==> config.mk <==
export PLATFORM = sky130hd
export DESIGN_NAME = substring_match_stream_unit_flat
export DESIGN_NICKNAME = d
export VERILOG_FILES = /design/src/sv/sms_pkg.sv /design/src/sv/sms_text_if.sv /design/src/sv/sms_answer_if.sv /design/src/sv/sms_cell.sv /design/src/sv/substring_match_stream_unit.sv /design/src/flat_wrapper.sv
export SDC_FILE = /design/constraint.sdc
export NUM_CORES = 1
export LEC_CHECK = 0
export BUFFER_PORTS_ARGS = -buffer_cell sky130_fd_sc_hd__buf_2
export CAP_MARGIN = 20
export CORE_MARGIN = 1
export CORE_UTILIZATION = 54
export DETAILED_ROUTE_END_ITERATION = 12
export GPL_ROUTABILITY_DRIVEN = 0
export PLACE_DENSITY = 0.76
export SLEW_MARGIN = 5
export SYNTH_ARGS = -nofsm -noshare
export SYNTH_HDL_FRONTEND = slang
export SYNTH_SLANG_ARGS = --single-unit
==> constraint.sdc <==
create_clock -name clk -period 4.9 [get_ports clk]
set_input_delay 1.225 -clock clk [delete_from_list [all_inputs] [get_ports clk]]
set_output_delay 1.225 -clock clk [all_outputs]
set_load 0.02 [all_outputs]
==> src/sv/sms_pkg.sv <==
// Package: constants, mode and register codes and shared types for the substring matcher.
`timescale 1ns / 1ps
`default_nettype none

package sms_pkg;

    localparam int MAX_PATTERN_BYTES = 8;
    localparam int BYTE_W            = 8;
    localparam int PAT_W             = MAX_PATTERN_BYTES * BYTE_W;
    localparam int LEN_W             = 4;
    localparam int MODE_W            = 3;
    localparam int VAL_W             = 16;
    localparam int CFG_IDX_W         = 2;
    localparam int CFG_DATA_W        = 64;

    localparam logic [VAL_W-1:0] SAT16 = {VAL_W{1'b1}};

    localparam logic [MODE_W-1:0] MODE_DETECT      = 3'd0;
    localparam logic [MODE_W-1:0] MODE_FIRST_START = 3'd1;
    localparam logic [MODE_W-1:0] MODE_FIRST_END   = 3'd2;
    localparam logic [MODE_W-1:0] MODE_COUNT       = 3'd3;
    localparam logic [MODE_W-1:0] MODE_NTH_START   = 3'd4;
    localparam logic [MODE_W-1:0] MODE_NTH_END     = 3'd5;

    localparam logic [CFG_IDX_W-1:0] CFG_PATTERN = 2'd0;
    localparam logic [CFG_IDX_W-1:0] CFG_LENGTH  = 2'd1;
    localparam logic [CFG_IDX_W-1:0] CFG_MODE    = 2'd2;
    localparam logic [CFG_IDX_W-1:0] CFG_TARGET  = 2'd3;

    typedef struct packed {
        logic step;   // word accepted while no answer given yet
        logic flush;  // word accepted carries the last-byte mark
    } cell_ctrl_t;

endpackage

`default_nettype wire

==> src/sv/sms_text_if.sv <==
// Interface: input channel carrying one text byte and its last-byte mark.
`timescale 1ns / 1ps
`default_nettype none

interface sms_text_if import sms_pkg::*; ();
    logic              valid;
    logic              ready;
    logic [BYTE_W-1:0] text_byte;
    logic              last_byte;

    modport source (output valid, output text_byte, output last_byte, input ready);
    modport sink   (input valid, input text_byte, input last_byte, output ready);
endinterface

`default_nettype wire

==> src/sv/sms_answer_if.sv <==
// Interface: output channel carrying the found flag and the answer value.
`timescale 1ns / 1ps
`default_nettype none

interface sms_answer_if import sms_pkg::*; ();
    logic             valid;
    logic             ready;
    logic             found;
    logic [VAL_W-1:0] answer_value;

    modport source (output valid, output found, output answer_value, input ready);
    modport sink   (input valid, input found, input answer_value, output ready);
endinterface

`default_nettype wire

==> src/sv/sms_cell.sv <==
// Match cell: one pattern byte compare and the partial-match token for that place.
`timescale 1ns / 1ps
`default_nettype none

module sms_cell import sms_pkg::*;
(
    input  wire logic              clk,
    input  wire logic              rst_n,
    input  wire cell_ctrl_t        ctrl,
    input  wire logic [BYTE_W-1:0] text_byte,
    input  wire logic [BYTE_W-1:0] pat_byte,
    input  wire logic              in_use,
    input  wire logic              is_end,
    input  wire logic              tok_ext,
    input  wire logic              tok_in,
    output logic                   tok,
    output logic                   carry,
    output logic                   done
);

    logic tok_reg;
    logic tok_next;
    logic own;
    logic hit;

    assign own   = (tok_reg | tok_ext) & in_use;
    assign hit   = own & (text_byte == pat_byte);
    assign carry = hit & ~is_end;
    assign done  = hit & is_end;
    assign tok   = tok_reg;

    always_comb
    begin
        tok_next = tok_reg;
        if (ctrl.flush)
        begin
            tok_next = 1'b0;
        end
        else if (ctrl.step)
        begin
            tok_next = tok_in;
        end
    end

    always_ff @(posedge clk or negedge rst_n)
    begin
        if (!rst_n)
        begin
            tok_reg <= 1'b0;
        end
        else
        begin
            tok_reg <= tok_next;
        end
    end

endmodule

`default_nettype wire

==> src/sv/substring_match_stream_unit.sv <==
// Top level: streaming substring matcher built from a chain of match cells.
//
// Text enters on the text channel, one byte per word, the final byte of a
// string marked by last_byte. The pattern (1 to 8 bytes), its length, the
// search mode and the target occurrence are set through the write port
// (cfg_we, cfg_index, cfg_data) while the block is idle.
// Each accepted byte is compared in the same cycle by every cell; the
// partial-match token moves one cell along on a hit. One byte per cycle is
// taken while text.ready is high, with no gap between strings.
// At most one answer word per string: at the deciding byte when the request
// is settled early (the rest of the string is absorbed), otherwise at the
// last byte. The answer word is registered into the output buffer when the
// deciding byte is accepted.
// Answers go through a two-entry output buffer: a stalled receiver holds the
// front word, a second answer waits in the skid entry, and only when both are
// full is text.ready dropped.
// Reset clears all string state and sets the registers to pattern 0, length
// one, detect mode and first occurrence.
`timescale 1ns / 1ps
`default_nettype none

module substring_match_stream_unit import sms_pkg::*;
(
    input  wire logic                  clk,
    input  wire logic                  rst_n,
    sms_text_if.sink                   text,
    sms_answer_if.source               answer,
    input  wire logic                  cfg_we,
    input  wire logic [CFG_IDX_W-1:0]  cfg_index,
    input  wire logic [CFG_DATA_W-1:0] cfg_data
);

    logic [PAT_W-1:0]  pattern_reg;
    logic [LEN_W-1:0]  length_reg;
    logic [MODE_W-1:0] mode_reg;
    logic [VAL_W-1:0]  target_reg;

    logic [VAL_W-1:0]  pos_reg,   pos_next;
    logic [VAL_W-1:0]  count_reg, count_next;
    logic              given_reg, given_next;

    logic              out_valid_reg, out_valid_next;
    logic              out_found_reg, out_found_next;
    logic [VAL_W-1:0]  out_value_reg, out_value_next;
    logic              skid_valid_reg, skid_valid_next;
    logic              skid_found_reg, skid_found_next;
    logic [VAL_W-1:0]  skid_value_reg, skid_value_next;

    logic [LEN_W-1:0]  len_c;
    logic              accept;
    cell_ctrl_t        ctrl;

    logic [MAX_PATTERN_BYTES-1:0] in_use;
    logic [MAX_PATTERN_BYTES-1:0] is_end;
    logic [MAX_PATTERN_BYTES-1:0] tok;
    logic [MAX_PATTERN_BYTES-1:0] tok_in;
    logic [MAX_PATTERN_BYTES-1:0] carry;
    logic [MAX_PATTERN_BYTES-1:0] done;
    logic                         any_tok;
    logic                         match;
    logic                         restart;

    logic [VAL_W-1:0]  start_pos;
    logic              nth_hit;
    logic              mode_early;
    logic [VAL_W-1:0]  early_value;
    logic              early_emit;
    logic              final_emit;
    logic              emit;
    logic              res_found;
    logic [VAL_W-1:0]  res_value;
    logic              pop;

    // length 0 reads as 1, above the cell count as the cell count
    always_comb
    begin
        if (length_reg == '0)
        begin
            len_c = LEN_W'(1);
        end
        else if (length_reg > LEN_W'(MAX_PATTERN_BYTES))
        begin
            len_c = LEN_W'(MAX_PATTERN_BYTES);
        end
        else
        begin
            len_c = length_reg;
        end
    end

    assign text.ready  = ~skid_valid_reg;
    assign accept      = text.valid & text.ready;
    assign ctrl.step   = accept & ~given_reg;
    assign ctrl.flush  = accept & text.last_byte;

    assign any_tok = |(tok & in_use);
    assign match   = |done;
    assign restart = ~match & ~(|carry) & (text.text_byte == pattern_reg[BYTE_W-1:0]);

    genvar k;
    generate
        for (k = 0; k < MAX_PATTERN_BYTES; k++)
        begin : g_cell
            assign in_use[k] = LEN_W'(k) < len_c;
            assign is_end[k] = LEN_W'(k) == (len_c - LEN_W'(1));

            if (k == 0)
            begin : g_head
                assign tok_in[k] = 1'b0;
            end
            else if (k == 1)
            begin : g_second
                assign tok_in[k] = carry[k-1] | restart;
            end
            else
            begin : g_rest
                assign tok_in[k] = carry[k-1];
            end

            sms_cell u_cell
            (
                .clk       (clk),
                .rst_n     (rst_n),
                .ctrl      (ctrl),
                .text_byte (text.text_byte),
                .pat_byte  (pattern_reg[k*BYTE_W +: BYTE_W]),
                .in_use    (in_use[k]),
                .is_end    (is_end[k]),
                .tok_ext   ((k == 0) ? ~any_tok : 1'b0),
                .tok_in    (tok_in[k]),
                .tok       (tok[k]),
                .carry     (carry[k]),
                .done      (done[k])
            );
        end
    endgenerate

    assign start_pos = (pos_reg == SAT16) ? SAT16 : pos_reg - VAL_W'(len_c - LEN_W'(1));
    assign nth_hit   = (target_reg != '0) && (count_reg == target_reg - VAL_W'(1));

    always_comb
    begin
        mode_early  = 1'b0;
        early_value = '0;
        case (mode_reg)
            MODE_DETECT:
            begin
                mode_early = 1'b1;
            end
            MODE_FIRST_START:
            begin
                mode_early  = 1'b1;
                early_value = start_pos;
            end
            MODE_FIRST_END:
            begin
                mode_early  = 1'b1;
                early_value = pos_reg;
            end
            MODE_NTH_START:
            begin
                mode_early  = nth_hit;
                early_value = start_pos;
            end
            MODE_NTH_END:
            begin
                mode_early  = nth_hit;
                early_value = pos_reg;
            end
            default:
            begin
                mode_early = 1'b0;
            end
        endcase
    end

    assign early_emit = ctrl.step & match & mode_early;

    always_comb
    begin
        count_next = count_reg;
        if (ctrl.step && match && !mode_early && count_reg != SAT16)
        begin
            count_next = count_reg + VAL_W'(1);
        end
    end

    assign final_emit = ctrl.flush & ~early_emit & ~given_reg;
    assign emit       = early_emit | final_emit;
    assign res_found  = early_emit | (mode_reg == MODE_COUNT);
    assign res_value  = early_emit ? early_value :
                        ((mode_reg == MODE_COUNT) ? count_next : '0);

    // string state
    always_comb
    begin
        pos_next   = pos_reg;
        given_next = given_reg;
        if (ctrl.flush)
        begin
            pos_next   = '0;
            given_next = 1'b0;
        end
        else
        begin
            if (accept && pos_reg != SAT16)
            begin
                pos_next = pos_reg + VAL_W'(1);
            end
            if (early_emit)
            begin
                given_next = 1'b1;
            end
        end
    end

    always_ff @(posedge clk or negedge rst_n)
    begin
        if (!rst_n)
        begin
            pos_reg   <= '0;
            count_reg <= '0;
            given_reg <= 1'b0;
        end
        else
        begin
            pos_reg   <= pos_next;
            count_reg <= ctrl.flush ? '0 : count_next;
            given_reg <= given_next;
        end
    end

    // configuration
    always_ff @(posedge clk or negedge rst_n)
    begin
        if (!rst_n)
        begin
            pattern_reg <= '0;
            length_reg  <= LEN_W'(1);
            mode_reg    <= MODE_DETECT;
            target_reg  <= VAL_W'(1);
        end
        else if (cfg_we)
        begin
            case (cfg_index)
                CFG_PATTERN: pattern_reg <= cfg_data[PAT_W-1:0];
                CFG_LENGTH:  length_reg  <= cfg_data[LEN_W-1:0];
                CFG_MODE:    mode_reg    <= cfg_data[MODE_W-1:0];
                CFG_TARGET:  target_reg  <= cfg_data[VAL_W-1:0];
                default:     pattern_reg <= pattern_reg;
            endcase
        end
    end

    // output buffer: front word plus skid entry
    assign pop = out_valid_reg & answer.ready;

    always_comb
    begin
        out_valid_next  = out_valid_reg;
        out_found_next  = out_found_reg;
        out_value_next  = out_value_reg;
        skid_valid_next = skid_valid_reg;
        skid_found_next = skid_found_reg;
        skid_value_next = skid_value_reg;
        if (skid_valid_reg)
        begin
            if (pop)
            begin
                out_found_next  = skid_found_reg;
                out_value_next  = skid_value_reg;
                skid_valid_next = 1'b0;
            end
        end
        else if (emit && (!out_valid_reg || pop))
        begin
            out_valid_next = 1'b1;
            out_found_next = res_found;
            out_value_next = res_value;
        end
        else if (emit)
        begin
            skid_valid_next = 1'b1;
            skid_found_next = res_found;
            skid_value_next = res_value;
        end
        else if (pop)
        begin
            out_valid_next = 1'b0;
        end
    end

    always_ff @(posedge clk or negedge rst_n)
    begin
        if (!rst_n)
        begin
            out_valid_reg  <= 1'b0;
            skid_valid_reg <= 1'b0;
        end
        else
        begin
            out_valid_reg  <= out_valid_next;
            skid_valid_reg <= skid_valid_next;
        end
    end

    always_ff @(posedge clk)
    begin
        out_found_reg  <= out_found_next;
        out_value_reg  <= out_value_next;
        skid_found_reg <= skid_found_next;
        skid_value_reg <= skid_value_next;
    end

    assign answer.valid        = out_valid_reg;
    assign answer.found        = out_found_reg;
    assign answer.answer_value = out_value_reg;

    // checks
    a_token_single: assert property (@(posedge clk) disable iff (!rst_n)
        $onehot0(tok))
        else $error("more than one partial-match token");

    a_flush_clears: assert property (@(posedge clk) disable iff (!rst_n)
        accept && text.last_byte |=> !given_reg && pos_reg == '0 && count_reg == '0 && tok == '0)
        else $error("string state not cleared after last byte");

    a_skid_behind_front: assert property (@(posedge clk) disable iff (!rst_n)
        skid_valid_reg |-> out_valid_reg)
        else $error("skid entry holds a word while front is empty");

    a_given_no_step: assert property (@(posedge clk) disable iff (!rst_n)
        given_reg && accept && !text.last_byte |=> given_reg && $stable(tok))
        else $error("match state moved after early answer");

endmodule

`default_nettype wire
==> src/flat_wrapper.sv <==
// flat-port wrapper written by rule: the top's interface ports become plain ports
module substring_match_stream_unit_flat import sms_pkg::*;
  (clk, rst_n, cfg_we, cfg_index, cfg_data, text_valid, text_text_byte, text_last_byte, text_ready, answer_valid, answer_found, answer_answer_value, answer_ready);
  sms_text_if text_i ();
  sms_answer_if answer_i ();
  input  wire logic clk;
  input  wire logic rst_n;
  input  wire logic cfg_we;
  input  wire logic [CFG_IDX_W-1:0] cfg_index;
  input  wire logic [CFG_DATA_W-1:0] cfg_data;
  input wire logic [$bits(text_i.valid)-1:0] text_valid;
  input wire logic [$bits(text_i.text_byte)-1:0] text_text_byte;
  input wire logic [$bits(text_i.last_byte)-1:0] text_last_byte;
  output wire logic [$bits(text_i.ready)-1:0] text_ready;
  output wire logic [$bits(answer_i.valid)-1:0] answer_valid;
  output wire logic [$bits(answer_i.found)-1:0] answer_found;
  output wire logic [$bits(answer_i.answer_value)-1:0] answer_answer_value;
  input wire logic [$bits(answer_i.ready)-1:0] answer_ready;
  assign text_i.valid = text_valid;
  assign text_i.text_byte = text_text_byte;
  assign text_i.last_byte = text_last_byte;
  assign text_ready = text_i.ready;
  assign answer_valid = answer_i.valid;
  assign answer_found = answer_i.found;
  assign answer_answer_value = answer_i.answer_value;
  assign answer_i.ready = answer_ready;
  substring_match_stream_unit u_core (.clk(clk), .rst_n(rst_n), .text(text_i), .answer(answer_i), .cfg_we(cfg_we), .cfg_index(cfg_index), .cfg_data(cfg_data));
endmodule
# --- Word level (Yosys, flattened, before mapping) ---
# Cells that the tools add are included.
totals:
  reg_bits: 164
  inputBits: 80
  output_inout_bits: 19
  elab_cells: 202
op_classes:
  n_addsub: 6
  order_cmp: 9
  eq_ne: 29
  muxes: 42
  n_bitwise: 62
  n_reduce_logical: 33
ops:
  columns: ["operator", "n"]
  rows:
  - ["$mux 16", 10]
  - ["$eq 8x8->1", 8]
  - ["$and 1x1->1", 42]
  - ["$add 16x1->16 const B", 2]
  - ["$ne 16x16->1 const B", 2]
  - ["$pmux 16 s2", 1]
  - ["$mux 1", 28]
  - ["$reduce_or 8->1", 3]
  - ["$eq 16x16->1", 1]
  - ["$eq 16x16->1 const B", 1]
  - ["$eq 3x4->1 const A", 4]
  - ["$lt 3x4->1 const A", 4]
  - ["$reduce_bool 16->1", 1]
  - ["$sub 16x1->16 const B", 1]
  - ["$sub 16x16->16", 1]
  - ["$not 1->1", 15]
  - ["$reduce_and 2->1", 5]
  - ["$reduce_bool 2->1", 5]
  - ["$and 8x8->8", 1]
  - ["$eq 2x4->1 const A", 2]
  - ["$logic_not 4->1", 2]
  - ["$lt 1x4->1 const A", 2]
  - ["$lt 2x4->1 const A", 2]
  - ["$mux 4", 2]
  - ["20 further kinds", 36]

# --- Longest topological paths before layout ---
depth:
  ltp_word: 21
  ltp_mapped: 17
  depth_no_buf: 16

# --- Cells and area by module ---
# Synthesis repeated with hierarchy kept, for this count alone.
unflattened:
  hier_cells: 955
  area_unflattened_um2: 9801.9
modules_own_cells:
  columns: ["mod", "instances", "cells_each", "area_per_inst_um2", "seq_area_each_um2"]
  rows:
  - ["substring_match_stream_unit", 1, 811, 8600.7, 4076.4]
  - ["sms_cell", 8, 18, 150.1, 25.0]

# --- Least setup slack after synthesis ---
# Ideal clock, no wire load.
synth_path:
  path_type: "input -> register"
  start: "input port text_text_byte[3]"
  end: "register u_core.skid_found_reg (enable)"
  t_arrival_ns: 4.483
  required_ns: 4.484
  setup_slack_ns: 0.001
  path_stages: 11
  path_buffers: 2
  cell_sequence: "clkbuf_1 > xor2_1 > or3_1 > or4_1 > nor2_1 > nor4_1 > and2_1 > buf_4 > nor3_4 > nor2_1 > nor3b_1"
synth_via:
  elab_chain_cells: 13
  word_cells_on_any_way: 34
  classes_between: "eq/ne: 8; bitwise: 23; reduce/logical: 3"
synth_rtl:
  columns: ["item", "line_no", "rtl"]
  rows:
  - ["from (decl)", "flat_wrapper.sv:12", "input wire logic [$bits(text_i.text_byte)-1:0] text_text_byte;"]
  - ["$eq 8x8->1", "sms_cell.sv:27", "assign hit = own & (text_byte == pat_byte);"]
  - ["$and 1x1->1", "sms_cell.sv:27", null]
  - ["$and 1x1->1", "sms_cell.sv:29", "assign done = hit & is_end;"]
  - ["$reduce_or 8->1 *", "substring_match_stream_unit.sv:97", "assign match = |done;"]
  - ["$and 1x1->1 * (2 in a row)", "substring_match_stream_unit.sv:177", "assign early_emit = ctrl.step & match & mode_early;"]
  - ["$not 1->1", "substring_match_stream_unit.sv:188", "assign final_emit = ctrl.flush & ~early_emit & ~given_reg;"]
  - ["$and 1x1->1 (2 in a row)", "substring_match_stream_unit.sv:188", null]
  - ["$or 1x1->1 *", "substring_match_stream_unit.sv:189", "assign emit = early_emit | final_emit;"]
  - ["$logic_and 1x1->1", "substring_match_stream_unit.sv:275", "else if (emit && (!out_valid_reg || pop))"]
  - ["$not 1->1 (no line)", null, null]
  - ["$reduce_and 3->1 (no line) *", null, null]
  - ["to (signal assigned)", "substring_match_stream_unit.sv:311", "skid_found_reg <= skid_found_next;"]
  - ["to (decl)", "substring_match_stream_unit.sv:46", "logic skid_found_reg, skid_found_next;"]
# Mark *: on every way between the ends. The rest lies on a longest branch, timed or not.
# A chain may end at the register's enable or synchronous reset.

# --- Worst setup path after layout ---
layout_path:
  start: "register u_core.length_reg[1]"
  end: "register u_core.out_value_reg[10], in the netlist u_core.answer.answer_value[10] (data pin)"
layout_via:
  elab_chain_cells: 20
  word_cells_on_any_way: 64
  classes_between: "add/sub: 3; order compare: 9; eq/ne: 7; mux: 9; bitwise: 29; reduce/logical: 7"
layout_rtl:
  columns: ["item", "line_no", "rtl"]
  rows:
  - ["from (decl)", "substring_match_stream_unit.sv:34", "logic [LEN_W-1:0] length_reg;"]
  - ["from (signal assigned)", "substring_match_stream_unit.sv:247", "CFG_LENGTH: length_reg <= cfg_data[LEN_W-1:0];"]
  - ["$gt 4x4->1", "substring_match_stream_unit.sv:81", "else if (length_reg > LEN_W'(MAX_PATTERN_BYTES))"]
  - ["$mux 4", "substring_match_stream_unit.sv:81", null]
  - ["$mux 4 *", "substring_match_stream_unit.sv:77", "if (length_reg == '0)"]
  - ["$lt 1x4->1 (tied with other cells)", "substring_match_stream_unit.sv:104", "assign in_use[k] = LEN_W'(k) < len_c;"]
  - ["$and 8x8->8", "substring_match_stream_unit.sv:96", "assign any_tok = |(tok & in_use);"]
  - ["$reduce_or 8->1", "substring_match_stream_unit.sv:96", null]
  - ["$not 1->1", "substring_match_stream_unit.sv:129", ".tok_ext ((k == 0) ? ~any_tok : 1'b0),"]
  - ["$or 1x1->1", "sms_cell.sv:26", "assign own = (tok_reg | tok_ext) & in_use;"]
  - ["(+3 left out)", null, null]
  - ["$reduce_or 8->1", "substring_match_stream_unit.sv:97", null]
  - ["$logic_and 1x1->1 (3 in a row)", "substring_match_stream_unit.sv:182", "if (ctrl.step && match && !mode_early && count_reg != SAT16)"]
  - ["$mux 16", "substring_match_stream_unit.sv:182", null]
  - ["$mux 16", "substring_match_stream_unit.sv:192", "((mode_reg == MODE_COUNT) ? count_next : '0);"]
  - ["$mux 16 *", "substring_match_stream_unit.sv:191", "assign res_value = early_emit ? early_value :"]
  - ["$mux 16 *", "substring_match_stream_unit.sv:275", null]
  - ["$mux 16 *", "substring_match_stream_unit.sv:266", "if (skid_valid_reg)"]
  - ["named net u_core.out_value_next[10]", "substring_match_stream_unit.sv:44", "logic [VAL_W-1:0] out_value_reg, out_value_next;"]
  - ["to (signal assigned)", "substring_match_stream_unit.sv:310", "out_value_reg <= out_value_next;"]
  - ["to (decl)", "substring_match_stream_unit.sv:44", null]
# The timed path passes the listed nets; every way through them passes the cells marked *. The select of a mux whose other input is x is not followed.

==> key figures <==
Cells and area
  • Final core utilization: 63.8%
  • Share of cells above drive strength 1: 23.8%
  • Diodes inserted: 0
  • Filler Cell Count: 1392
  • Syn-to-layout area delta: 14.1%
  • Largest register FFs: 64
  • Final #Nets: 1167
  • Most common cell after layout, fill and taps aside: dfrtp_1
  • Most frequent cells in the layout: 127 x dfrtp_1, 97 x buf_2, 93 x nand2_1, 89 x mux2_2, 80 x nor2_1

Timing
  • Tcrit/Tclk final: 91.1%
  • Tmin final: 4.46 ns
  • Setup TNS: 0 ns
  • Maximum clock rate: 0.224 GHz
  • Pins over their slew limit: 0
  • Worst Tran Pin Value: 1.03 ns
  • Final Hold Fails: 0
  • Final clock skew: 0.0102 ns
  • Setup-violating endpoint count in the final report: 0
  • Slew HR: 31.1%
  • RSZ-0062 raised after global routing: false

Die
  • Initial core utilization: 55.9%
  • Die Y: 137 um
  • Die area: 0.0186 mm2
  • FP Rows: 48
  • Die X: 137 um
  • Core Area: 0.0175 mm2
  • I/O Pins: 99

Pwr
  • Peak VDD IR: 0.000332 V
  • Static Leak: 0.00458 uW
  • Power per cell area: 346 mW/mm2

Logic synthesis
  • Synthesized area: 0.00977 mm2
  • Seq cells post-synth: 163
  • Top cells by area, synth: dfrtp_1 33%, edfxtp_1 10%, mux2_2 10%
  • Register area share after synthesis: 43.5%
  • Yosys top cell area share: 32.5%
  • Dominant synthesized flop cell: dfrtp_1
  • Distinct cells, synth: 81
  • Synthesized area per cell: 10.1 um2
  • YS warnings: 0
  • Post-synth EDFFs: 34
  • FFs w/ async S/R, synth: 79.1%
  • Syn Inst Count: 966
  • Post-synth top area cell: dfrtp_1

GRT
  • Largest net degree at the start of global routing: 70
  • Initial antenna violation count: 2
  • Vias in the first global route: 7818
  • Total gr overflow: 0
  • GRT Overall Usage: 28.1%
  • First-pass GRT wire length: 40200 um

Worst setup path
  • Critical setup path kind: flop to flop
  • Crit Path Max Fanout: 12
  • Cell chain of the critical path: nor2_1 -> nor2_1 -> or2_2 -> inv_1 -> ha_1 -> o31ai_1 -> o21ai_0 -> a2111oi_1 -> nand3b_1 -> a41oi_1 -> o2111ai_2 -> o311a_1 -> a21oi_1 -> a31oi_1
  • Crit path DAT: 4.63 ns
  • CP most frequent cell: nor2_1
  • Critical Path Max Stage Delay: 0.54 ns
  • Critical Path RT: 5.07 ns
  • CP max-delay cell: a41oi_1
  • Setup crit end kind: flop
  • Worst Setup Start Kind: flop

Clocking
  • H-tree depth: 4
  • Skew-Pair Late Insertion Delay: 0.44 ns
  • Clock Root Buffer: clkbuf_16
  • Worst-path clk slew: 0.07 ns
  • CTS max path bufs: 2
  • CTS tree: done
  • Clk sink count: 163
  • CTS resizes: 0
  • CTS Buf Count: 17
  • Post-CTS Hold Fix Bufs: 0
  • Post-CTS Setup Repair Bufs: 0

Drt
  • Post-route ant nets: 0
  • Starting DRT DRC Count: 746
  • DR pass1 iterations: 5
  • Residual DRC: 0
  • Avg Vias per Cell: 6.04
  • Wl on met1: 10700 um
  • Metal3 WL: 1470 um
  • Routed wl met2: 11400 um
  • Total number of vias: 7849
  • Highest metal layer with signal wires: met5
  • Routed wire length: 24300 um
  • Drt wl/cell: 18.7 um

Placed design
  • # port buffers: 98
  • DP Wirelength: 17500 um

Outcome
  • Result of the run: complete, no violations

Flow run
  • Total of max-cap violations: 0

Min path
  • Min-delay worst type: flop to flop
-- final timing paths --
kind	startpoint	end	slack, ns	cells after the start
min in group asynchronous	rst_n	u_core.pattern_reg[51]	0.91	1
min	u_core.g_cell[2].u_cell.tok	u_core.g_cell[2].u_cell.tok	0.53	1
max reg2reg	u_core.length_reg[1]	u_core.answer.answer_value[10]	0.44	14
max in group asynchronous	rst_n	u_core.g_cell[4].u_cell.tok	3.01	2
min reg2reg	u_core.g_cell[2].u_cell.tok	u_core.g_cell[2].u_cell.tok	0.53	1
max	u_core.length_reg[1]	u_core.answer.answer_value[10]	0.44	14
-- critical path: cells and delay by family, from the launching register on --
kind | cells | cell delay, ns
AO/OA/AOI/OAI | 8 | 2.97
AND/OR/NAND/NOR | 4 | 0.48
flip-flops | 1 | 0.38
adder cells (fa/ha/maj) | 1 | 0.25
buffers and inverters | 1 | 0.09
-- Yosys cell counts (7+ instances only) --
cell / instances
dfrtp_1: 127
nand2_1: 93
mux2_2: 89
nor2_1: 80
xnor2_1: 78
o21ai_0: 41
clkbuf_1: 35
edfxtp_1: 34
xor2_1: 30
nor3_1: 29
a21oi_1: 26
ha_1: 24
nand4_1: 23
nand3_1: 21
inv_1: 19
nor4_1: 17
a31oi_1: 12
and2_1: 9
mux2i_1: 9
a211oi_1: 8
and3_1: 8
nand2b_1: 8
nor3b_1: 7
or4_1: 7
-- metrics by stage --
stage | hold slack (ns) | total power, uW | instances | setup WS (ns) | cell area (um2)
global route | 0.548 | 4010 | 1300 | 0.0335 | 11200
detailed placement | 0.508 | 2420 | 1268 | 0.219 | 10500
global placement | 0.494 | 2390 | 1268 | 0.360 | 10500
floorplan | 0.473 | 2200 | 976 | 0.000697 | 9810
finish | 0.528 | 3860 | 1300 | 0.437 | 11200
CTS | 0.529 | 3860 | 1300 | 0.172 | 11100
-- logic make-up after synthesis --
| group | Yosys count | synth area share [%] |
|---|---|---|
| adder cells (fa/ha/maj) | 25 | 3.28 |
| AO/OA/AOI/OAI | 160 | 11.4 |
| flip-flops | 163 | 43.5 |
| other | 1 | 0.0384 |
| AND/OR/NAND/NOR | 343 | 17.8 |
| buffers and inverters | 65 | 2.70 |
| XOR/XNOR | 109 | 9.84 |
| multiplexers | 100 | 11.5 |
-- routing by layer --
| metal | global-route usage [%] | vias up |
|---|---|---|
| met1 | 36.8 | 3788 |
| met3 | 5.93 | 58 |
| met4 | 11.5 | 2 |
| li1 | - | 3693 |
| met5 | 0 | - |
| met2 | 45.3 | 308 |
-- layout make-up --
cell class	count	area, um2	area share (%)
inverter	21	78.8	0.707
multi-input combinational	748	5320	47.7
sequential	163	4250	38.1
clock buffer	19	453	4.06
tap	225	282	2.52
timing repair buffer	111	591	5.29
clock inverter	13	184	1.65
-- where the power goes --
group	internal (uW)	total (uW)	leakage [uW]	switching [uW]
sequential	1520	1670	0.00184	146
clock	849	1440	0.000317	595
combinational	354	743	0.00242	390
Power figures use the tool's default switching activity.
